$ cat config.mk
export PLATFORM = sky130hd
export DESIGN_NAME = bounded_sequence_deque_mid_ops
export DESIGN_NICKNAME = d
export VERILOG_FILES = /design/src/rtl/core/bsdq_pkg.sv /design/src/rtl/core/bsdq_ctrl.sv /design/src/rtl/core/bsdq_dpath.sv /design/src/rtl/core/bounded_sequence_deque_mid_ops.sv
export SDC_FILE = /design/constraint.sdc
export NUM_CORES = 1
export LEC_CHECK = 0
export BUFFER_PORTS_ARGS = -buffer_cell sky130_fd_sc_hd__buf_2
export CORE_MARGIN = 5
export CORE_UTILIZATION = 53
export DETAILED_ROUTE_END_ITERATION = 7
export PLACE_DENSITY = 0.72
export SLEW_MARGIN = 5
export SYNTH_ARGS = -nofsm -noshare
export SYNTH_HDL_FRONTEND = slang
export SYNTH_SLANG_ARGS = --single-unit
$ cat constraint.sdc
create_clock -name clk -period 6.65 [get_ports clk]
set_clock_uncertainty 0.2 [all_clocks]
set_input_delay 0.665 -clock clk [delete_from_list [all_inputs] [get_ports clk]]
set_output_delay 0.665 -clock clk [all_outputs]
set_load 0.01 [all_outputs]
$ cat src/rtl/core/bsdq_pkg.sv
// Shared types and constants for the bounded sequence deque.
`default_nettype none
package bsdq_pkg;

  localparam int CAPACITY = 16;
  localparam int IDX_W    = $clog2(CAPACITY);
  localparam int CNT_W    = $clog2(CAPACITY + 1);
  localparam int DATA_W   = 32;

  typedef enum logic [2:0] {
    REQ_INS_FRONT = 3'd0,
    REQ_INS_MID   = 3'd1,
    REQ_INS_END   = 3'd2,
    REQ_DEL_FRONT = 3'd3,
    REQ_DEL_MID   = 3'd4,
    REQ_DEL_END   = 3'd5,
    REQ_DUMP      = 3'd6,
    REQ_NOP       = 3'd7
  } req_code_t;

  typedef enum logic [1:0] {
    ST_OK    = 2'd0,
    ST_FULL  = 2'd1,
    ST_EMPTY = 2'd2
  } status_t;

  typedef enum logic [1:0] {
    S_IDLE,
    S_EXEC,
    S_DUMP
  } state_t;

  // Controller to datapath
  typedef struct packed {
    logic latch_req;
    logic do_edit;
    logic dump_emit;
  } cmd_t;

  // Datapath to controller
  typedef struct packed {
    logic req_nop;
    logic req_dump;
    logic dump_last;
    logic out_free;
  } sts_t;

endpackage
`default_nettype wire

$ cat src/rtl/core/bsdq_ctrl.sv
// Request sequencer for the bounded sequence deque.
`default_nettype none
module bsdq_ctrl (
  input  wire              clk,
  input  wire              rst_n,
  input  wire              in_valid,
  input  bsdq_pkg::sts_t   sts,
  output bsdq_pkg::cmd_t   cmd,
  output logic             in_stall
);

  bsdq_pkg::state_t state_r, state_nxt;

  always_ff @(posedge clk) begin
    if (!rst_n) begin
      state_r <= bsdq_pkg::S_IDLE;
    end else begin
      state_r <= state_nxt;
    end
  end

  always_comb begin
    state_nxt = state_r;
    case (state_r)
      bsdq_pkg::S_IDLE: begin
        if (in_valid) state_nxt = bsdq_pkg::S_EXEC;
      end
      bsdq_pkg::S_EXEC: begin
        if (sts.req_nop) state_nxt = bsdq_pkg::S_IDLE;
        else if (sts.req_dump) state_nxt = bsdq_pkg::S_DUMP;
        else if (sts.out_free) state_nxt = bsdq_pkg::S_IDLE;
      end
      bsdq_pkg::S_DUMP: begin
        if (sts.out_free && sts.dump_last) state_nxt = bsdq_pkg::S_IDLE;
      end
      default: state_nxt = bsdq_pkg::S_IDLE;
    endcase
  end

  always_comb begin
    cmd      = '0;
    in_stall = 1'b1;
    case (state_r)
      bsdq_pkg::S_IDLE: begin
        in_stall      = 1'b0;
        cmd.latch_req = in_valid;
      end
      bsdq_pkg::S_EXEC: begin
        cmd.do_edit = !sts.req_nop && !sts.req_dump && sts.out_free;
      end
      bsdq_pkg::S_DUMP: begin
        cmd.dump_emit = sts.out_free;
      end
      default: begin
        in_stall = 1'b1;
      end
    endcase
  end

endmodule
`default_nettype wire

$ cat src/rtl/core/bsdq_dpath.sv
// Shift-cell store, request decode and result register for the deque.
`default_nettype none
module bsdq_dpath (
  input  wire                                  clk,
  input  wire                                  rst_n,
  input  bsdq_pkg::cmd_t                       cmd,
  output bsdq_pkg::sts_t                       sts,
  input  wire  [2:0]                           in_req_type,
  input  wire  signed [bsdq_pkg::DATA_W-1:0]   in_value_in,
  output logic                                 out_valid,
  input  wire                                  out_stall,
  output logic [1:0]                           out_status,
  output logic signed [bsdq_pkg::DATA_W-1:0]   out_value_out,
  output logic [bsdq_pkg::CNT_W-1:0]           out_count,
  output logic                                 out_last
);

  logic [2:0]                         req_r;
  logic [bsdq_pkg::DATA_W-1:0]        val_r;
  logic [bsdq_pkg::CNT_W-1:0]         len_r, len_nxt;
  logic [bsdq_pkg::IDX_W-1:0]         idx_r;
  logic [bsdq_pkg::DATA_W-1:0]        cells_r   [bsdq_pkg::CAPACITY];
  logic [bsdq_pkg::DATA_W-1:0]        cells_nxt [bsdq_pkg::CAPACITY];

  logic                               out_valid_r;
  logic [1:0]                         out_status_r;
  logic [bsdq_pkg::DATA_W-1:0]        out_value_r;
  logic [bsdq_pkg::CNT_W-1:0]         out_count_r;
  logic                               out_last_r;

  logic is_ins, is_del, full, empty, ins_go, del_go;
  logic [bsdq_pkg::CNT_W-1:0] pos, len_m1;
  logic [bsdq_pkg::IDX_W-1:0] rd_idx;
  logic [bsdq_pkg::DATA_W-1:0] rd_val;

  assign full   = (len_r == bsdq_pkg::CNT_W'(bsdq_pkg::CAPACITY));
  assign empty  = (len_r == '0);
  assign len_m1 = len_r - bsdq_pkg::CNT_W'(1);

  // Decode the held request into a kind and a position
  always_comb begin
    is_ins = 1'b0;
    is_del = 1'b0;
    pos    = '0;
    case (req_r)
      bsdq_pkg::REQ_INS_FRONT: begin
        is_ins = 1'b1;
      end
      bsdq_pkg::REQ_INS_MID: begin
        is_ins = 1'b1;
        pos    = empty ? '0 : (len_m1 >> 1) + bsdq_pkg::CNT_W'(1);
      end
      bsdq_pkg::REQ_INS_END: begin
        is_ins = 1'b1;
        pos    = len_r;
      end
      bsdq_pkg::REQ_DEL_FRONT: begin
        is_del = 1'b1;
      end
      bsdq_pkg::REQ_DEL_MID: begin
        is_del = 1'b1;
        pos    = len_m1 >> 1;
      end
      bsdq_pkg::REQ_DEL_END: begin
        is_del = 1'b1;
        pos    = len_m1;
      end
      default: begin
        is_ins = 1'b0;
      end
    endcase
  end

  assign ins_go = cmd.do_edit && is_ins && !full;
  assign del_go = cmd.do_edit && is_del && !empty;

  // One read port: dump index while listing, edit position otherwise
  assign rd_idx = cmd.dump_emit ? idx_r : pos[bsdq_pkg::IDX_W-1:0];
  assign rd_val = cells_r[rd_idx];

  // Per-cell shift logic
  for (genvar i = 0; i < bsdq_pkg::CAPACITY; i++) begin : g_cell
    logic [bsdq_pkg::DATA_W-1:0] from_lo, from_hi;
    logic [bsdq_pkg::CNT_W-1:0]  here;
    assign here = bsdq_pkg::CNT_W'(i);
    if (i == 0) begin : g_lo0
      assign from_lo = cells_r[0];
    end else begin : g_lo
      assign from_lo = cells_r[i-1];
    end
    if (i == bsdq_pkg::CAPACITY - 1) begin : g_hi0
      assign from_hi = cells_r[i];
    end else begin : g_hi
      assign from_hi = cells_r[i+1];
    end
    always_comb begin
      cells_nxt[i] = cells_r[i];
      if (ins_go) begin
        if (here == pos) cells_nxt[i] = val_r;
        else if (here > pos && here <= len_r) cells_nxt[i] = from_lo;
      end else if (del_go) begin
        if (here >= pos && here < len_m1) cells_nxt[i] = from_hi;
      end
    end
  end

  always_ff @(posedge clk) begin
    for (int i = 0; i < bsdq_pkg::CAPACITY; i++) begin
      cells_r[i] <= cells_nxt[i];
    end
  end

  always_comb begin
    len_nxt = len_r;
    if (ins_go) len_nxt = len_r + bsdq_pkg::CNT_W'(1);
    else if (del_go) len_nxt = len_m1;
  end

  // Request hold and control registers
  always_ff @(posedge clk) begin
    if (!rst_n) begin
      len_r <= '0;
      idx_r <= '0;
    end else begin
      len_r <= len_nxt;
      if (cmd.latch_req) idx_r <= '0;
      else if (cmd.dump_emit) idx_r <= idx_r + bsdq_pkg::IDX_W'(1);
    end
  end

  always_ff @(posedge clk) begin
    if (cmd.latch_req) begin
      req_r <= in_req_type;
      val_r <= in_value_in;
    end
  end

  // Result register
  always_ff @(posedge clk) begin
    if (!rst_n) begin
      out_valid_r <= 1'b0;
    end else if (cmd.do_edit || cmd.dump_emit) begin
      out_valid_r <= 1'b1;
    end else if (!out_stall) begin
      out_valid_r <= 1'b0;
    end
  end

  always_ff @(posedge clk) begin
    if (cmd.dump_emit) begin
      out_status_r <= bsdq_pkg::ST_OK;
      out_value_r  <= rd_val;
      out_count_r  <= len_r;
      out_last_r   <= sts.dump_last;
    end else if (cmd.do_edit) begin
      out_last_r  <= 1'b1;
      out_value_r <= '0;
      out_count_r <= len_nxt;
      if (is_ins) begin
        out_status_r <= full ? bsdq_pkg::ST_FULL : bsdq_pkg::ST_OK;
      end else if (is_del && !empty) begin
        out_status_r <= bsdq_pkg::ST_OK;
        out_value_r  <= rd_val;
      end else begin
        out_status_r <= bsdq_pkg::ST_EMPTY;
      end
    end
  end

  assign sts.req_nop   = (req_r == bsdq_pkg::REQ_NOP);
  assign sts.req_dump  = (req_r == bsdq_pkg::REQ_DUMP) && !empty;
  assign sts.dump_last = ((bsdq_pkg::CNT_W'(idx_r) + bsdq_pkg::CNT_W'(1)) == len_r);
  assign sts.out_free  = !out_valid_r || !out_stall;

  assign out_valid     = out_valid_r;
  assign out_status    = out_status_r;
  assign out_value_out = out_value_r;
  assign out_count     = out_count_r;
  assign out_last      = out_last_r;

endmodule
`default_nettype wire

$ cat src/rtl/core/bounded_sequence_deque_mid_ops.sv
// Top level of the bounded sequence deque with middle insert and delete.
//
// Usage:
//   The input channel (in_valid / in_stall) carries one request: in_req_type
//   selects insert front, middle or end, delete front, middle or end, or dump;
//   in_value_in is the value to insert. Results leave on the output channel
//   (out_valid / out_stall) with status, value, entry count and a last mark.
//   A request is taken in the idle state and held; the edit and its result
//   register update follow in the execute state. A dump is accepted, decoded,
//   then streams one entry per cycle while the receiver does not stall, with
//   last set on the final one.
//   The shift cells update all positions in the edit cycle; the single cell
//   read port and sequencer set the one-entry-per-cycle unstalled dump rate.
//   Request code 7 is dropped with no result.
//   Reset (rst_n low, synchronous) empties the store and clears the result
//   valid flag; cell contents are not cleared and are never read before write.
//   When the receiver stalls, the result register holds its value and the
//   sequencer waits; a new request is still accepted while a finished result
//   sits in the output register.
`default_nettype none
module bounded_sequence_deque_mid_ops (
  input  wire                                clk,
  input  wire                                rst_n,
  input  wire                                in_valid,
  output logic                               in_stall,
  input  wire  [2:0]                         in_req_type,
  input  wire  signed [bsdq_pkg::DATA_W-1:0] in_value_in,
  output logic                               out_valid,
  input  wire                                out_stall,
  output logic [1:0]                         out_status,
  output logic signed [bsdq_pkg::DATA_W-1:0] out_value_out,
  output logic [bsdq_pkg::CNT_W-1:0]         out_count,
  output logic                               out_last
);

  bsdq_pkg::cmd_t cmd;
  bsdq_pkg::sts_t sts;

  // Sequencer: accept, execute, stream dump entries
  bsdq_ctrl u_ctrl (
    .clk      (clk),
    .rst_n    (rst_n),
    .in_valid (in_valid),
    .sts      (sts),
    .cmd      (cmd),
    .in_stall (in_stall)
  );

  // Store, decode and result register
  bsdq_dpath u_dpath (
    .clk           (clk),
    .rst_n         (rst_n),
    .cmd           (cmd),
    .sts           (sts),
    .in_req_type   (in_req_type),
    .in_value_in   (in_value_in),
    .out_valid     (out_valid),
    .out_stall     (out_stall),
    .out_status    (out_status),
    .out_value_out (out_value_out),
    .out_count     (out_count),
    .out_last      (out_last)
  );

endmodule
`default_nettype wire

Word-level counts from Yosys, hierarchy flattened
Memory sizes are Yosys's and may differ from the RTL's.
Cells that the tools add are included.

storage, ports and cells
  bits in latches = 0
  flip-flop bits (word level) = 87
  bits in read-only memories = 0
  output and inout port bits = 42
  logic and storage cells = 270
  memory bits (writable) = 512
  memories kept = 1

cells by class
  bitwise gates (word level) = 1
  reduce and logical (&&, ||, !) cells = 56
  eq/ne operators = 30
  shift-type cells = 0
  multiplexer cells = 107
  $mul = 0
  order comparisons = 60
  divide/modulo/power cells = 0
  $add $sub $neg = 5

memory list
  memory           depth  width  read ports  clocked after Yosys merged registers in  wr ports  RTL line          source
  u_dpath.cells_r  16     32     17          0                                        16        bsdq_dpath.sv:22  logic [bsdq_pkg::DATA_W-1:0] cells_r [bsdq_pkg::CAPACITY];

operators by type and width
  kind                 number
  $mux 32              81
  $eq 4x5->1 const A   8
  $gt 4x5->1 const A   8
  $le 4x5->1 const A   8
  $logic_and 1x1->1    39
  $ge 4x5->1 const A   7
  $lt 4x5->1 const A   7
  $mux 5               5
  $eq 3x5->1 const A   4
  $ge 3x5->1 const A   4
  $gt 3x5->1 const A   4
  $le 3x5->1 const A   4
  $lt 3x5->1 const A   4
  $pmux 5 s4           1
  $mux 2               7
  $eq 3x3->1 const B   4
  $mux 1               11
  $add 4x1->5 const B  2
  $eq 2x5->1 const A   2
  $ge 1x5->1 const A   2
  $ge 2x5->1 const A   2
  $gt 2x5->1 const A   2
  $le 2x5->1 const A   2
  $logic_not 5->1      2
  other kinds (28)     39

Longest topological paths before layout
  word-level depth = 13
  depth in mapped cells = 16
  mapped depth without buffers = 11

Modules after synthesis
Synthesis repeated with hierarchy kept, for this count alone.

unflattened totals
  cell total of the unflattened synthesis = 3551
  area total of the unflattened synthesis = 33344.5 sq um

modules (own cells, without submodules)
  module      seq. area each (sq um)  times used  cells an instance  area an instance (sq um)
  bsdq_dpath  17807.1                 1           3535               33209.4
  bsdq_ctrl   40.0                    1           16                 135.1

Worst setup path after synthesis
No wires, ideal clock.

  path type = register to register
  start point = register, netlist name u_dpath.len_r[0]
  end point = memory u_dpath.cells_r[12][0] in the netlist's numbering, enable pin
  arrival time = 6.161 ns
  data required time = 5.949 ns
  setup slack = -0.213 ns
  buffers on the path = 3
  cell stages (with the launch flop) = 14
  clock period less this slack = 6.863 ns
  setup time = 0.501 ns
  cell sequence = dfxtp_1 clkbuf_1 clkbuf_1 inv_1 ha_1 clkbuf_2 xor2_1 ha_1 nor3_1 nor3b_1 o21a_4 o21ai_0 and3_1 nor4_1

RTL lines
  element    RTL line
  to (decl)  bsdq_dpath.sv:22

==> impl_metrics.toml <==
[timing]
timing.max_slew.rel_slack_pct = 17.2
min_period_ps = 5370
worst-slew-pin-transition_ps = 1240
setup_total_negative_slack_ps = 0
setup_repair_after_global_routing_missed_its_margin = "false"
hold_violations = 0
share_of_the_cycle_needed_by_the_critical_path_after_routing_pct = 80.8
timing.final.max_slew_violations = 0
finalSetupViolCount = 0
clock.fmax_ghz = 0.186

[final_layout]
final_cell_mix = "652 x nand2_1, 585 x edfxtp_1, 425 x mux2i_1"
instances_no_fill = 3879
share_of_post_route_cells_with_drive_strength_above_1_pct = 14.5
area_delta_synth_final_pct = 9.72
fin_area_sq_um = 37200
final_net_count = 3032
antenna_cells = 0
filler_cell_count = 5122
most_frequent_standard_cell_in_the_layout_excluding_fill_and_tap_cells = "nand2_1"

[power]
ir_worst_vdd_v = 0.000226
proportion_of_total_power_due_to_net_switching_pct = 24.4
share_comb_of_total_power_pct = 9.2
internal_power_uw = 6620
pwr_density_cell_nw_per_um2 = 236
total_net_switching_power_uw = 2140
power.leakage_uw = 0.0152
clock_power_share_pct = 41.9
power.share.sequential_pct = 48.8

[run]
max_cap_violations = 0

[floorplan]
dieHeight_um = 263
fp.coreArea_sq_um = 63200
floorplan.die.width_um = 263
design.die.area_sq_um = 69100
start_util_pct = 53.6
io_pins = 81
core.rowCount = 92

[clocking]
htree_num_levels = 3
clock_tree.buffer_depth = 3
number_of_cts_inserted_buffers = 69
post_cts_resize_count = 0
clkLatencyLatePin_ps = 620
postCtsSetupBuffers = 0
cts.clk_slew.worst_paths_ps = 60
tritoncts = "built"
root_buffer = "clkbuf_16"
cts.sink_count = 599

[critical_path]
startpoint_type = "flip-flop"
rrSetupSlack_ps = 1280
cp.arrival_ps = 5480
critical_path.endpoint_type = "flip-flop"
cp_max_fo = 17
timing.critical_path.required_ps = 6760
worstSetupPathType = "flip-flop to flip-flop"

[yosys]
number_of_synthesized_flops_with_an_enable_pin = 585
synth_top_family_by_area = "multiplexers"
post_synth_instance_area_sq_um = 33900
synth-compound-area-share_pct = 11.5
synth_mux_area_share_pct = 20.0
synth_sequential_area_ratio_pct = 52.7
postSynthCellCount = 3040
synth_warnings = 0
dominant_synthesized_flop_cell = "edfxtp_1"
synth_simple_gate_area_share_pct = 11.3
ys_types = 74
synth_adder_area_share_pct = 0.406
ys_async_sr_fraction_pct = 0
postSynthAreaPerCell_sq_um = 11.1
synthXorXnorAreaFrac_pct = 0.413
postSynthNetCount = 3090
postSynthRegisterBits = 599

[global_route]
grt_max_degree = 251
grt_antenna_before_repair = 0
grt.overflow.total = 0
first_global_vias = 24100
gr-usage-all-layers_pct = 27.1
global_route_wire_length_before_repair_um = 147000

[placement]
gpl.final_weighted_congestion = 0.868
detailed_place_hpwl_um = 57700
placement.cell_area_sq_um = 35000
io_buffers = 80
placed_instances = 3751

[routing]
drt_pre_antenna_iters = 8
wl_per_cell_um = 25.3
remaining_drc_errors = 0
drt_wl_total_um = 98000
via_per_inst = 6.48
drtAntennaViolNets = 0
detail_route.iter0.violations = 3113
vias = 25100

[status]
run_status = "finished, final reports clean"

[hold_path]
worst_min_delay_path_category = "input port to flip-flop"
synth_stat cells, drive strengths merged, types with 4 or more instances:
| cell | count | share of area (%) |
|---|---|---|
| xor2 | 4 | 0.10 |
| a31oi | 9 | 0.17 |
| clkbuf | 177 | 2.0 |
| a221oi | 4 | 0.16 |
| or3 | 7 | 0.13 |
| nand2 | 658 | 7.3 |
| mux2 | 94 | 3.2 |
| mux2i | 426 | 13 |
| o211ai | 161 | 3.6 |
| nand4 | 4 | 0.074 |
| a22oi | 34 | 0.79 |
| xnor2 | 9 | 0.31 |
| o21ai | 385 | 5.7 |
| or4 | 4 | 0.089 |
| mux4 | 63 | 4.2 |
| dfxtp | 14 | 0.83 |
| inv | 11 | 0.12 |
| buf | 100 | 1.7 |
| nand2b | 9 | 0.17 |
| or2 | 4 | 0.074 |
| ha | 11 | 0.41 |
| and2 | 8 | 0.15 |
| nor2 | 37 | 0.43 |
| edfxtp | 585 | 52 |
| nor4 | 5 | 0.15 |
| a21oi | 24 | 0.37 |
| nor3 | 12 | 0.18 |
| nand3 | 139 | 2.1 |
state kept, by name (all words and copies together), names as in the netlist:
register	cells
u_dpath.cells_r	512
u_dpath.out_value_out	32
u_dpath.val_r	32
u_dpath.len_r	5
u_dpath.out_count	5
u_dpath.idx_r	4
u_dpath.req_r	3
u_ctrl.state_r	2
u_dpath.out_status	2
u_dpath.out_last	1
u_dpath.out_valid	1
repair_timing:
item	CTS	global route
hold buffers	6	0
endpoints found under the hold margin	6	0
setup endpoints to repair	0	0
routing by layer:
layer,global-route usage (%),vias up,routed length [um]
met3,4.57,231,8650
met1,38.5,12400,40500
li1,-,11200,-
met2,42.1,1287,45200
met5,0,-,0
met4,10.3,0,3600
kinds of logic after synthesis:
kind of cell / count (synthesis)
AOI/OAI and AO/OA: 644
DFF: 599
adders and majority gates: 11
and+or+nand+nor: 902
xor gates and xnor gates: 13
muxes: 583
buffers and inverters: 288
power groups by stage:
stage          Clock, uW  Combinational, uW  Sequential [uW]
2_1_floorplan          0                600             4310
3_3_place_gp           0                785             4350
3_5_place_dp           0                797             4360
4_1_cts             3720                802             4280
5_1_grt             3880                868             4290
6_report            3680                808             4280
worst paths after layout:
| check | cells after the start | startpoint | endpoint |
|---|---|---|---|
| hold reg to reg | 1 | u_dpath.out_status[1] | u_dpath.out_status[1] |
| hold / removal | 1 | in_value_in[24] | u_dpath.val_r[24] |
| setup / recovery | 12 | u_dpath.len_r[1] | u_dpath.cells_r[5][28] |
| setup reg to reg | 12 | u_dpath.len_r[1] | u_dpath.cells_r[5][28] |
worst max-delay path: stages, from the launching register on:
cell	delay, ps
dfxtp_1	770
inv_1	200
ha_1	360
xor2_1	440
ha_1	300
nor3_1	80
nor3b_1	590
o21ai_2	230
nor4_2	560
nand2_2	560
buf_4	480
mux2i_1	230
o21ai_1	80
stage by stage:
stage	total power [uW]	worst slack, ps	hold WS, ps	utilization (%)
6_report	8760	1280	30.1	58.8
5_1_grt	9040	892	16.8	58.8
4_1_cts	8800	1370	1.85	58.8
3_5_place_dp	5150	1400	256	55.4
3_3_place_gp	5140	1570	249	55.4
2_1_floorplan	4910	608	267	-
area by class of cell:
cell class              count  area (sq um)  share of cell area (%)
clock inverters            38           315                   0.848
multi-input cells        2153         15100                    40.5
clock buffers              84          1830                    4.91
inverters                  11          41.3                   0.111
repair buffers            148          1040                    2.79
well taps                 846          1060                    2.85
flip-flops and latches    599         17800                    48.0
(Power assumes the default switching activity.)
